$ cat src/hdl/pgw_pkg.sv
// shared types, constants and helpers of the four-level page table walker
package pgw_pkg;

    localparam logic [63:0] DMAP_RESET = 64'hFFFF_873B_0000_0000;

    // item codes on the op field
    localparam logic OP_REQ = 1'b0;
    localparam logic OP_RSP = 1'b1;

    // table levels, named by the entry that is awaited
    localparam logic [1:0] LVL_PML4 = 2'd0;
    localparam logic [1:0] LVL_PDPT = 2'd1;
    localparam logic [1:0] LVL_PD   = 2'd2;
    localparam logic [1:0] LVL_PT   = 2'd3;

    // page size codes
    localparam logic [1:0] PSZ_4K = 2'd0;
    localparam logic [1:0] PSZ_2M = 2'd1;
    localparam logic [1:0] PSZ_1G = 2'd2;

    // entry bit positions
    localparam int PRESENT_BIT = 0;
    localparam int PS_BIT      = 7;

    typedef enum logic [1:0] {
        KIND_READ  = 2'd0,
        KIND_DONE  = 2'd1,
        KIND_FAULT = 2'd2,
        KIND_PROTO = 2'd3
    } t_kind;

    // classified input item, as it travels from front to back
    typedef struct packed {
        logic        is_rsp;
        logic        fault;
        logic        ps;
        logic [39:0] frame;
        logic [47:0] va;
        logic [63:0] addr;
    } t_item;

    typedef struct packed {
        t_kind       kind;
        logic [63:0] read_addr;
        logic [51:0] phys_addr;
        logic [1:0]  page_size_code;
        logic [1:0]  fault_level;
    } t_result;

    // 9-bit table index of a virtual address at a given level
    function automatic logic [8:0] level_index(input logic [47:0] va, input logic [1:0] level);
        logic [8:0] idx;
        case (level)
            LVL_PML4: idx = va[47:39];
            LVL_PDPT: idx = va[38:30];
            LVL_PD:   idx = va[29:21];
            LVL_PT:   idx = va[20:12];
            default:  idx = va[20:12];
        endcase
        return idx;
    endfunction

endpackage

$ cat src/hdl/pgw_front.sv
// front end: accepts items, classifies them and queues them for the walk engine
module pgw_front (
    input  logic               i_clk,
    input  logic               i_rst_n,
    input  logic               push,
    output logic               full,
    input  logic               i_op,
    input  logic [47:0]        i_virt_addr,
    input  logic [63:0]        i_root_table_addr,
    input  logic [63:0]        i_entry_data,
    input  logic               i_read_ok,
    input  logic [63:0]        i_dmap_base,
    output logic               o_item_valid,
    output pgw_pkg::t_item     o_item,
    input  logic               i_item_take
);

    pgw_pkg::t_item r_q [2];
    logic           r_wptr;
    logic           r_rptr;
    logic [1:0]     r_count;

    pgw_pkg::t_item n_item;
    logic           wr;
    logic           rd;

    always_comb begin
        n_item.is_rsp = i_op;
        n_item.fault  = !i_read_ok || !i_entry_data[pgw_pkg::PRESENT_BIT];
        n_item.ps     = i_entry_data[pgw_pkg::PS_BIT];
        n_item.frame  = i_entry_data[51:12];
        n_item.va     = i_virt_addr;
        // response: direct-map base plus frame; request: level-4 entry address
        if (i_op) begin
            n_item.addr = i_dmap_base + {12'd0, i_entry_data[51:12], 12'd0};
        end else begin
            n_item.addr = i_root_table_addr
                + {52'd0, pgw_pkg::level_index(i_virt_addr, pgw_pkg::LVL_PML4), 3'd0};
        end
    end

    assign full         = (r_count == 2'd2);
    assign o_item_valid = (r_count != 2'd0);
    assign o_item       = r_q[r_rptr];
    assign wr           = push && !full;
    assign rd           = o_item_valid && i_item_take;

    always_ff @(posedge i_clk) begin
        if (wr) begin
            r_q[r_wptr] <= n_item;
        end
    end

    always_ff @(posedge i_clk) begin
        if (!i_rst_n) begin
            r_wptr  <= 1'b0;
            r_rptr  <= 1'b0;
            r_count <= 2'd0;
        end else begin
            if (wr) begin
                r_wptr <= !r_wptr;
            end
            if (rd) begin
                r_rptr <= !r_rptr;
            end
            r_count <= r_count + {1'b0, wr} - {1'b0, rd};
        end
    end

endmodule

$ cat src/hdl/pgw_back.sv
// walk engine: holds the walk state, forms each result and queues it
module pgw_back (
    input  logic               i_clk,
    input  logic               i_rst_n,
    input  logic               i_item_valid,
    input  pgw_pkg::t_item     i_item,
    output logic               o_item_take,
    output logic               empty,
    input  logic               pop,
    output pgw_pkg::t_result   o_result
);

    pgw_pkg::t_result r_rq [2];
    logic             r_wptr;
    logic             r_rptr;
    logic [1:0]       r_count;

    logic             r_busy;
    logic [1:0]       r_level;
    logic [47:0]      r_va;

    logic             n_busy;
    logic [1:0]       n_level;
    logic [47:0]      n_va;
    pgw_pkg::t_result n_res;
    logic [1:0]       next_level;
    logic             take;
    logic             rd;

    assign take        = i_item_valid && (r_count != 2'd2);
    assign o_item_take = take;
    assign empty       = (r_count == 2'd0);
    assign o_result    = r_rq[r_rptr];
    assign rd          = pop && !empty;
    assign next_level  = r_level + 2'd1;

    always_comb begin
        n_busy  = r_busy;
        n_level = r_level;
        n_va    = r_va;
        n_res   = '{kind: pgw_pkg::KIND_PROTO, read_addr: 64'd0, phys_addr: 52'd0,
                    page_size_code: pgw_pkg::PSZ_4K, fault_level: pgw_pkg::LVL_PML4};
        if (!i_item.is_rsp) begin
            if (!r_busy) begin
                n_busy          = 1'b1;
                n_level         = pgw_pkg::LVL_PML4;
                n_va            = i_item.va;
                n_res.kind      = pgw_pkg::KIND_READ;
                n_res.read_addr = i_item.addr;
            end
        end else if (r_busy) begin
            if (i_item.fault) begin
                n_busy            = 1'b0;
                n_level           = pgw_pkg::LVL_PML4;
                n_res.kind        = pgw_pkg::KIND_FAULT;
                n_res.fault_level = r_level;
            end else if (r_level == pgw_pkg::LVL_PDPT && i_item.ps) begin
                n_busy               = 1'b0;
                n_level              = pgw_pkg::LVL_PML4;
                n_res.kind           = pgw_pkg::KIND_DONE;
                n_res.phys_addr      = {i_item.frame[39:18], r_va[29:0]};
                n_res.page_size_code = pgw_pkg::PSZ_1G;
            end else if (r_level == pgw_pkg::LVL_PD && i_item.ps) begin
                n_busy               = 1'b0;
                n_level              = pgw_pkg::LVL_PML4;
                n_res.kind           = pgw_pkg::KIND_DONE;
                n_res.phys_addr      = {i_item.frame[39:9], r_va[20:0]};
                n_res.page_size_code = pgw_pkg::PSZ_2M;
            end else if (r_level == pgw_pkg::LVL_PT) begin
                n_busy               = 1'b0;
                n_level              = pgw_pkg::LVL_PML4;
                n_res.kind           = pgw_pkg::KIND_DONE;
                n_res.phys_addr      = {i_item.frame, r_va[11:0]};
                n_res.page_size_code = pgw_pkg::PSZ_4K;
            end else begin
                n_level         = next_level;
                n_res.kind      = pgw_pkg::KIND_READ;
                n_res.read_addr = i_item.addr
                    + {52'd0, pgw_pkg::level_index(r_va, next_level), 3'd0};
            end
        end
    end

    always_ff @(posedge i_clk) begin
        if (take) begin
            r_rq[r_wptr] <= n_res;
            r_va         <= n_va;
        end
    end

    always_ff @(posedge i_clk) begin
        if (!i_rst_n) begin
            r_busy  <= 1'b0;
            r_level <= pgw_pkg::LVL_PML4;
            r_wptr  <= 1'b0;
            r_rptr  <= 1'b0;
            r_count <= 2'd0;
        end else begin
            if (take) begin
                r_busy  <= n_busy;
                r_level <= n_level;
                r_wptr  <= !r_wptr;
            end
            if (rd) begin
                r_rptr <= !r_rptr;
            end
            r_count <= r_count + {1'b0, take} - {1'b0, rd};
        end
    end

    a_start_walk: assert property (@(posedge i_clk) disable iff (!i_rst_n)
        take && !i_item.is_rsp && !r_busy |=> r_busy && r_level == pgw_pkg::LVL_PML4)
        else $error("walk did not start on an idle request");

    a_busy_request_ignored: assert property (@(posedge i_clk) disable iff (!i_rst_n)
        take && !i_item.is_rsp && r_busy |=> r_busy && $stable(r_level) && $stable(r_va))
        else $error("request while busy disturbed the walk");

    a_fault_ends_walk: assert property (@(posedge i_clk) disable iff (!i_rst_n)
        take && i_item.is_rsp && r_busy && i_item.fault |=> !r_busy)
        else $error("fault did not end the walk");

    a_result_queue_bound: assert property (@(posedge i_clk) disable iff (!i_rst_n)
        r_count != 2'd3)
        else $error("result queue overflow");

endmodule

$ cat src/hdl/four_level_page_table_walker.sv
// top level of the four-level page table walker
//
// walks an x86-64 four-level page table, one walk at a time. a translate
// request (op 0) starts a walk and yields a read of root + pml4 index * 8;
// each read response (op 1) yields the next read (direct-map base + 4K frame
// + next index * 8), a finished translation (1G at pdpt, 2M at pd, 4K at pt),
// or a fault naming the awaited level. a request while a walk is open, or a
// response with none open, yields a protocol error and changes nothing.
// every accepted item gives exactly one result. the block takes one item
// per cycle while full is low: a front stage classifies and queues items
// (two entries), and the walk engine handles one queued item per cycle,
// while its two-entry result queue has room; each item is registered in
// the front queue and its result then in the result queue. the direct-map
// base is written through the cfg channel, which is always ready, and
// must only change while no walk is open and no item is queued
module four_level_page_table_walker (
    input  logic        i_clk,
    input  logic        i_rst_n,
    // input queue side
    input  logic        push,
    output logic        full,
    input  logic        i_op,
    input  logic [47:0] i_virt_addr,
    input  logic [63:0] i_root_table_addr,
    input  logic [63:0] i_entry_data,
    input  logic        i_read_ok,
    // result queue side
    output logic        empty,
    input  logic        pop,
    output logic [1:0]  o_kind,
    output logic [63:0] o_read_addr,
    output logic [51:0] o_phys_addr,
    output logic [1:0]  o_page_size_code,
    output logic [1:0]  o_fault_level,
    // configuration write channel
    input  logic        i_cfg_valid,
    output logic        o_cfg_ready,
    input  logic [63:0] i_cfg_data
);

    // direct-map base register
    logic [63:0]      r_dmap_base;

    // front to back queue
    logic             item_valid;
    pgw_pkg::t_item   item;
    logic             item_take;
    pgw_pkg::t_result result;

    assign o_cfg_ready = 1'b1;

    always_ff @(posedge i_clk) begin
        if (!i_rst_n) begin
            r_dmap_base <= pgw_pkg::DMAP_RESET;
        end else if (i_cfg_valid && o_cfg_ready) begin
            r_dmap_base <= i_cfg_data;
        end
    end

    // classify and queue incoming transfers
    pgw_front u_front (
        .i_clk             (i_clk),
        .i_rst_n           (i_rst_n),
        .push              (push),
        .full              (full),
        .i_op              (i_op),
        .i_virt_addr       (i_virt_addr),
        .i_root_table_addr (i_root_table_addr),
        .i_entry_data      (i_entry_data),
        .i_read_ok         (i_read_ok),
        .i_dmap_base       (r_dmap_base),
        .o_item_valid      (item_valid),
        .o_item            (item),
        .i_item_take       (item_take)
    );

    // walk state and result queue
    pgw_back u_back (
        .i_clk        (i_clk),
        .i_rst_n      (i_rst_n),
        .i_item_valid (item_valid),
        .i_item       (item),
        .o_item_take  (item_take),
        .empty        (empty),
        .pop          (pop),
        .o_result     (result)
    );

    assign o_kind           = result.kind;
    assign o_read_addr      = result.read_addr;
    assign o_phys_addr      = result.phys_addr;
    assign o_page_size_code = result.page_size_code;
    assign o_fault_level    = result.fault_level;

endmodule

$ cat config.mk
export PLATFORM = sky130hd
export DESIGN_NAME = four_level_page_table_walker
export DESIGN_NICKNAME = d
export VERILOG_FILES = /design/src/hdl/pgw_pkg.sv /design/src/hdl/pgw_front.sv /design/src/hdl/pgw_back.sv /design/src/hdl/four_level_page_table_walker.sv
export SDC_FILE = /design/constraint.sdc
export NUM_CORES = 1
export LEC_CHECK = 0
export BUFFER_PORTS_ARGS = -buffer_cell sky130_fd_sc_hd__buf_2
export CORE_ASPECT_RATIO = 1.4
export CORE_UTILIZATION = 49
export CTS_CLUSTER_DIAMETER = 100
export DETAILED_ROUTE_END_ITERATION = 8
export PLACE_DENSITY = 0.69
export SETUP_SLACK_MARGIN = 0.5
export SLEW_MARGIN = 40
export SYNTH_ARGS = -nofsm -noshare
export SYNTH_HDL_FRONTEND = slang
export SYNTH_SLANG_ARGS = --single-unit
$ cat constraint.sdc
create_clock -name i_clk -period 13.45 [get_ports i_clk]
set_clock_uncertainty 0.15 [all_clocks]
set_input_delay 2.69 -clock i_clk [delete_from_list [all_inputs] [get_ports i_clk]]
set_output_delay 2.69 -clock i_clk [all_outputs]
set_load 0.02 [all_outputs]
; Word level (Yosys, flattened, before mapping)
; Memory sizes are Yosys's and may differ from the RTL's. A register that Yosys moved wholly into a read port is not among the register bits.
; Cells that the tools add are included.
[classes]
muxes = 46
add_sub_neg = 8
eq_ne = 10
reduce_logical = 20
bitwise_logic = 2
[op_table]
columns = cell, count
row1 = 64-bit two-way mux, 4
row2 = 54-bit two-way mux, 3
row3 = 66-bit two-way mux, 2
row4 = 64-bit by 12-bit adder with 64-bit output, 2
row5 = 122-bit two-way mux, 1
row6 = 118-bit two-way mux, 1
row7 = 64-bit by 52-bit adder with 64-bit output, 1
row8 = 9-bit two-way mux, 7
row9 = 56-bit two-way mux, 1
row10 = 9-bit one-hot mux with 4 select lines, 1
row11 = 2-bit two-way mux, 11
row12 = 1-bit two-way mux, 15
row13 = 2-bit == test (second input constant), 5
row14 = 1-bit logical NOT, 8
row15 = 1-bit logical AND, 6
row16 = 3-bit AND reduction, 2
row17 = 2-bit by 1-bit adder with 2-bit output, 2
row18 = 2-bit by 1-bit == test with 1-bit output (second input constant), 2
row19 = 2-bit logical NOT, 2
row20 = 2-bit inequality test (second input constant), 2
row21 = 2-bit by 1-bit subtractor with 2-bit output, 2
row22 = 2-bit by 1-bit adder with 2-bit output (second input constant), 1
row23 = 2-bit by 1-bit inequality test with 1-bit output (second input constant), 1
row24 = 1-bit NOT, 2
row25 = 2 further kinds, 2
[totals]
mem_bits_rw = 554
ff_bits = 123
n_memories = 2
in_bits = 247
[mem_list]
columns = name, words, width, read_ports, rd_ports_with_merged_regs, wr, line_no
row1 = u_front.r_q, 2, 155, 1, 1, 1, pgw_front.sv:18  ; pgw_pkg::t_item r_q [2];
row2 = u_back.r_rq, 2, 122, 1, 1, 1, pgw_back.sv:13  ; pgw_pkg::t_result r_rq [2];

; Longest topological paths before layout
; Gate-level depths: netlist of run 1.
[logic_depth]
word_depth = 16
ltp_mapped = 20
ltp_nobuf = 16

; Modules after synthesis
; A second synthesis of run 1 with hierarchy kept.
[hier_totals]
cells_unflattened = 2411
area_unflattened_um2 = 32124.6
[modules_own_cells]
columns = module, cells_each, seq_area_each_um2, area_per_inst_um2, instances
row1 = pgw_front, 1188, 9409.0, 15778.9, 1
row2 = pgw_back, 1015, 8928.6, 13933.4, 1
row3 = four_level_page_table_walker, 208, 1281.2, 2412.3, 1

; Least setup slack after synthesis of run 1
; Ideal clock, no wire load.
[synth_path]
path_kind = input to register
start = input port push
end = memory u_front.r_q[0][0] (netlist name), enable pin
n_path_buf = 0
cell_stages = 2
slack_ps = 3407
required_ps = 12627
arrival_ps = 9221
path_cell_list = nand2_1 > nor2_1
[synth_between]
elab_chain_len = 3
[synth_rtl]
columns = element, line_no
row1 = from (decl), four_level_page_table_walker.sv:20  ; input logic push,
row2 = 1-bit logical AND, pgw_front.sv:45  ; assign wr = push && !full;
row3 = 1-bit two-way mux, pgw_front.sv:49  ; if (wr) begin
row4 = 1-bit two-way mux (implied by the code), pgw_front.sv:50  ; r_q[r_wptr] <= n_item;
row5 = to (decl), pgw_front.sv:18
; No other way between the ends.

==> results of run 1 <==
[per-stage QoR]
stage | total power [mW] | std cells | hold slack (ns)
after floorplan | 4.74 | 2395 | 0.296
after global placement | 5.40 | 3500 | 0.309
after detailed placement | 5.47 | 3502 | 0.322
after CTS | 7.41 | 3627 | 0.336
after global routing | 7.70 | 3641 | 0.352
final | 7.37 | 3649 | 0.333
[where the power goes]
part	switching [mW]	internal, mW	total, mW
sequential	0.156	2.92	3.07
clock	0.799	1.14	1.94
combinational	1.50	0.858	2.36
total	2.45	4.91	7.37
[sequential cells by signal (all words and copies together), names as in the netlist, 2 cells and up, named ones only]
name,count
r_dmap_base,64
u_back.r_count,2
u_back.r_level,2
u_back.r_rq,244
u_back.r_va,48
u_front.r_count,2
u_front.r_q,310
[cells in the final DEF (no fill, tap or decap), types with 21 or more instances in the layout]
cell	count
edfxtp_1	602
buf_2	346
mux2_2	200
nand2_1	192
mux2i_1	142
a21oi_1	104
nor2_1	96
o21ai_0	92
xnor2_1	75
dfxtp_1	75
nor2b_1	73
xor2_1	72
clkbuf_16	70
ha_1	68
nand3_1	57
inv_1	49
o22ai_1	38
and3_1	37
nand4_1	29
a21o_1	26
diode_2	21
and2_1	21
[cell families (layout without fill, tap and decap cells)]
kind of cell	after synthesis	in the layout	synth area share, %
DFF	679	679	61.7
adders and majority gates	72	72	2.90
other	1	22	0.0118
muxes	343	343	11.6
buffers and inverters	154	547	2.06
xor gates and xnor gates	147	147	4.05
and+or+nand+nor	599	599	9.55
AOI/OAI and AO/OA	400	400	8.15
[path summary, 6_finish.rpt]
| path | start | endpoint | slack, ns | depth (start not counted) |
|---|---|---|---|---|
| max | i_entry_data[21] | u_front.r_q[0][57]$_DFFE_PP_ | 7.70 | 11 |
| min | r_dmap_base[51]$_SDFFE_PN1P_ | r_dmap_base[51]$_SDFFE_PN1P_ | 0.33 | 2 |
| max reg2reg | flop | u_back.r_rq[1][116]$_DFFE_PP_ | 8.39 | 11 |
| min reg2reg | r_dmap_base[51]$_SDFFE_PN1P_ | r_dmap_base[51]$_SDFFE_PN1P_ | 0.33 | 2 |
[metal layers]
metal	vias to the layer above	part of all wire (%)
met5	-	0.20
met4	28	3.0
met3	149	6.0
met2	647	49
met1	10060	42
li1	9726	-
[synth_stat cells, types with 21 or more instances]
| cell | count |
|---|---|
| o21ai_0 | 93 |
| nor2b_1 | 73 |
| mux2i_1 | 142 |
| and2_1 | 23 |
| nand4_1 | 29 |
| dfxtp_1 | 77 |
| and3_1 | 38 |
| xnor2_1 | 75 |
| o22ai_1 | 39 |
| nand3_1 | 57 |
| mux2_2 | 200 |
| a21o_1 | 26 |
| inv_1 | 49 |
| buf_2 | 21 |
| nor2_1 | 100 |
| clkbuf_1 | 62 |
| ha_1 | 69 |
| a21oi_1 | 104 |
| nand2_1 | 193 |
| xor2_1 | 72 |
| edfxtp_1 | 602 |
[cell type report]
| cell class | count | area share [%] |
|---|---|---|
| Antenna cell | 21 | 0.143 |
| Clock buffer | 94 | 5.20 |
| Clock inverter | 31 | 1.01 |
| Inverter | 51 | 0.521 |
| Multi-Input combinational cell | 1562 | 31.5 |
| Sequential cell | 679 | 53.4 |
| Tap cell | 840 | 2.86 |
| Timing Repair Buffer | 371 | 5.40 |
[worst max-delay path: stages]
cell      delay (ns)
buf_2           0.12
ha_1            0.36
a21oi_1         0.30
a21boi_0        0.18
o311ai_0        0.55
a31oi_1         0.26
o21ai_0         0.55
o21ai_1         0.31
nand4_1         0.19
xor2_1          0.26
mux2i_1         0.15
==> flow_summary.yaml, run 1 <==
detailed_routing:
  via_per_inst: 5.65
  wl_per_cell_um: 22.5
  drc: 0
  antenna_left: 0
  drt_wl_total_um: 82300
  drtIter0Drc: 1401
  vias: 20610
  firstDrtPassIters: 6
finish:
  drive_above_1_share_pct: 25.6
  nNetsFinal: 3052
  multi_input_area_um2: 11600
  syn2layout_area_growth_pct: 15.6
  fillers: 5178
  final_area_um2: 36800
  seq_area_um2: 19600
  utilization_pct: 57.2
clock_network:
  clk_pin_slew_ns: 0.06
  clk-insertion-delay-late_ns: 0.63
  cts_resized: 0
  cts_made_buffers: 68
  clk_path_buf_depth: 3
  cts.sinks: 679
  cts_setup_buffers: 0
  holdBufCountCts: 0
  cts_tree: "yes"
  cts_htree_levels: 3
  root_buffer: "clkbuf_16"
die:
  initial_core_util_pct: 49.5
  fp-row-count: 110
  die-height_um: 303
  dieArea_um2: 65900
  coreArea_um2: 64300
  die_x_um: 217
  ios: 372
grt:
  use_met1_pct: 31.2
  grt_first_pass_wirelength_um: 122000
  busiest_layer: "met2"
  grt_use_met2_pct: 41.4
  use_met3_pct: 4.94
  gr-total-overflow: 0
  grt_pass1_vias: 20588
  grt_max_degree: 114
  antenna_found_initial: 34
  track_usage_pct: 24.7
timing:
  grt_setup_unrepaired: "no"
  worst_pin_slew_ns: 0.847
  setup_violations: 0
  slew_headroom_pct: 43.5
  finalSetupTns_ns: 0
  period_share_pct: 42.7
  setup_slack_ns: 7.70
  fin_crit_ns: 5.75
  fmax_mhz: 174
  final_max_slew_viol_count: 0
  hold_viol_final: 0
logic_synthesis:
  ys_top_cells_by_area: "edfxtp_1, mux2_2, dfxtp_1"
  ys_warn_count: 0
  synth_area_um2: 31800
  synth_edf_count: 602
  ys_seq_area_share_pct: 61.7
  ys_types: 86
  avgSynthCellArea_um2: 13.3
  synth_nets: 2714
  async_flop_share_pct: 0
  synthCells: 2395
  synth-main-ff-cell: "edfxtp_1"
  synth_top_area_share_pct: 56.8
  synth_top_cell_by_area: "edfxtp_1"
  ys_seq_elements: 679
setup_path:
  crit_path_max_fanout: 5
  crit_arrival_ns: 5.92
  worstSetupStartpointType: "primary input"
  worstPathRequired_ns: 13.62
  cp-end-kind: "flop"
  crit_type: "in -> reg"
placement:
  io_buffers: 348
  dp_hpwl_um: 59000
  placed_area_um2: 34400
  pre_cts_ws_ns: 7.15
  gp_congestion: 0.936
power:
  p_leak_nw: 13.5
  vdd_drop_max_v: 0.000151
  power_density_nw_per_um2: 200
run_status:
  status: "finished, final reports clean"
flow_run:
  max-cap-violations: 0
min_path:
  min_path_type: "reg -> reg"
No activity file was read; power rests on OpenSTA's default activity.
==> run 2: changes to the inputs <==
- clock period: 13.45 -> 5.55 ns (I/O delays scaled with it)
==> flow_summary.yaml, run 2 (synthesis results as in run 1) <==
finish:
  fillers: 5204
  layout_common_cells: "edfxtp_1, buf_2, mux2_2"
  largest_reg_flops: 310
  seq_area_um2: 19600
  multi_input_area_um2: 11600
  nNetsFinal: 3056
  syn2layout_area_growth_pct: 15.2
  drive_above_1_share_pct: 25.4
  top_register: "u_front.r_q"
  final_area_um2: 36600
  layout_commonest_cell: "edfxtp_1"
  reg_top3: "u_front.r_q: 310 flops, u_back.r_rq: 244 flops, r_dmap_base: 64 flops"
clock_network:
  cts.sinks: 679
  cts_made_buffers: 66
  clk-insertion-delay-late_ns: 0.64
  holdBufCountCts: 0
  cts_htree_levels: 3
  root_buffer: "clkbuf_16"
  clk_path_buf_depth: 3
  cts_tree: "yes"
  cts_setup_buffers: 0
  cts_resized: 0
  clk_pin_slew_ns: 0.06
setup_path:
  slowest_stage: "a2111o_2"
  critical-path-max-stage-delay_ns: 0.69
  cp-endpoint: "u_back.r_rq[0][119]$_DFFE_PP_"
  worstPathRequired_ns: 5.74
  crit_path_start: "u_back.r_level[0]$_SDFFE_PN0P_"
  crit_arrival_ns: 4.93
  r2r_cells: 16
  rrSetupSlack_ns: 0.81
  crit_path_max_fanout: 11
  reg2reg_from: "u_back.r_level[0]$_SDFFE_PN0P_"
  crit_type: "reg -> reg"
  cp-end-kind: "flop"
  r2r-end: "u_back.r_rq[0][119]$_DFFE_PP_"
  crit_top_cell: "inv_1"
  path_cells: "inv_1 -> ha_2 -> a222oi_1 -> mux2i_1 -> ha_1 -> inv_1 -> fa_1 -> nor2b_1 -> o21ai_1 -> a21boi_0 -> o2111ai_1 -> a2111o_2 -> nor3_2 -> nand3_1 -> xnor2_1 -> o22ai_1"
  worstSetupStartpointType: "flop"
timing:
  setup_violations: 0
  hold_viol_final: 0
  slew_headroom_pct: 41.9
  worst_pin_slew_ns: 0.864
  fmax_mhz: 211
  final_max_slew_viol_count: 0
  period_share_pct: 85.4
  finalSetupTns_ns: 0
  fin_crit_ns: 4.74
  grt_setup_unrepaired: "no"
flow_run:
  max-cap-violations: 0
detailed_routing:
  drc: 0
  firstDrtPassIters: 8
  via_per_inst: 5.73
  wl_per_cell_um: 22.6
  drt_wl_total_um: 82300
  antenna_left: 0
  drtIter0Drc: 1791
  vias: 20893
die:
  die-height_um: 303
  die_x_um: 217
  fp-row-count: 110
  ios: 372
  coreArea_um2: 64300
  initial_core_util_pct: 49.5
  dieArea_um2: 65900
power:
  power_density_nw_per_um2: 479
  fin_total_pwr_mw: 17.5
  vdd_drop_max_v: 0.000338
  p_leak_nw: 13.4
grt:
  grt_pass1_vias: 20824
  gr-total-overflow: 0
  grt_max_degree: 159
  grt_first_pass_wirelength_um: 123000
  track_usage_pct: 24.9
  antenna_found_initial: 33
min_path:
  min_path_type: "reg -> reg"
  worstHoldStart: "r_dmap_base[51]$_SDFFE_PN1P_"
placement:
  placed_area_um2: 34500
  io_buffers: 348
  dp_hpwl_um: 59400
  gp_congestion: 0.951
run_status:
  status: "finished, final reports clean"
==> run 2: worst max-delay path: cells and delay by family (launching register included) <==
family	cells	cell delay [ns]
AOI/OAI and AO/OA	6	1.78
xor gates and xnor gates	1	0.15
adders and majority gates	3	0.96
buffers and inverters	2	0.21
DFF	1	0.37
muxes	1	0.20
and+or+nand+nor	3	0.60
==> run 2: layer usage <==
layer	wire [um]	GRT usage [%]
met5	161	0
met4	3110	11.1
met3	5340	4.99
met2	39500	40.9
met1	34200	31.9
==> run 2: final cells by class <==
class	count	share of cell area, %
Antenna cell	15	0.102
Clock buffer	85	4.85
Clock inverter	37	0.830
Inverter	51	0.523
Multi-Input combinational cell	1562	31.6
Sequential cell	679	53.6
Tap cell	840	2.87
Timing Repair Buffer	377	5.66
==> run 2: worst min path at each step <==
stage,cells past startpoint,slack (ns),to
finish,2,0.33,r_dmap_base[51]$_SDFFE_PN1P_
global placement,2,0.31,r_dmap_base[35]$_SDFFE_PN1P_
floorplan,2,0.30,r_dmap_base[32]$_SDFFE_PN1P_
detailed placement,2,0.32,r_dmap_base[51]$_SDFFE_PN1P_
CTS,2,0.34,r_dmap_base[51]$_SDFFE_PN1P_
global route,2,0.37,r_dmap_base[50]$_SDFFE_PN1P_
==> run 2: report_power, final <==
| part | internal [mW] | total [mW] | switching (mW) |
|---|---|---|---|
| Combinational | 2.12 | 5.73 | 3.61 |
| Clock | 2.43 | 4.34 | 1.92 |
| Sequential | 7.06 | 7.46 | 0.397 |
| Total | 11.6 | 17.5 | 5.92 |
==> run 2: through the flow <==
stage	hold slack, ns	cells	util (%)	setup slack (ns)
2_1_floorplan	0.296	2395	-	1.02
3_3_place_gp	0.308	3506	53.6	0.889
3_5_place_dp	0.319	3508	53.6	0.792
4_1_cts	0.336	3630	56.9	0.721
5_1_grt	0.367	3644	57.0	0.612
6_report	0.332	3646	57.0	0.808
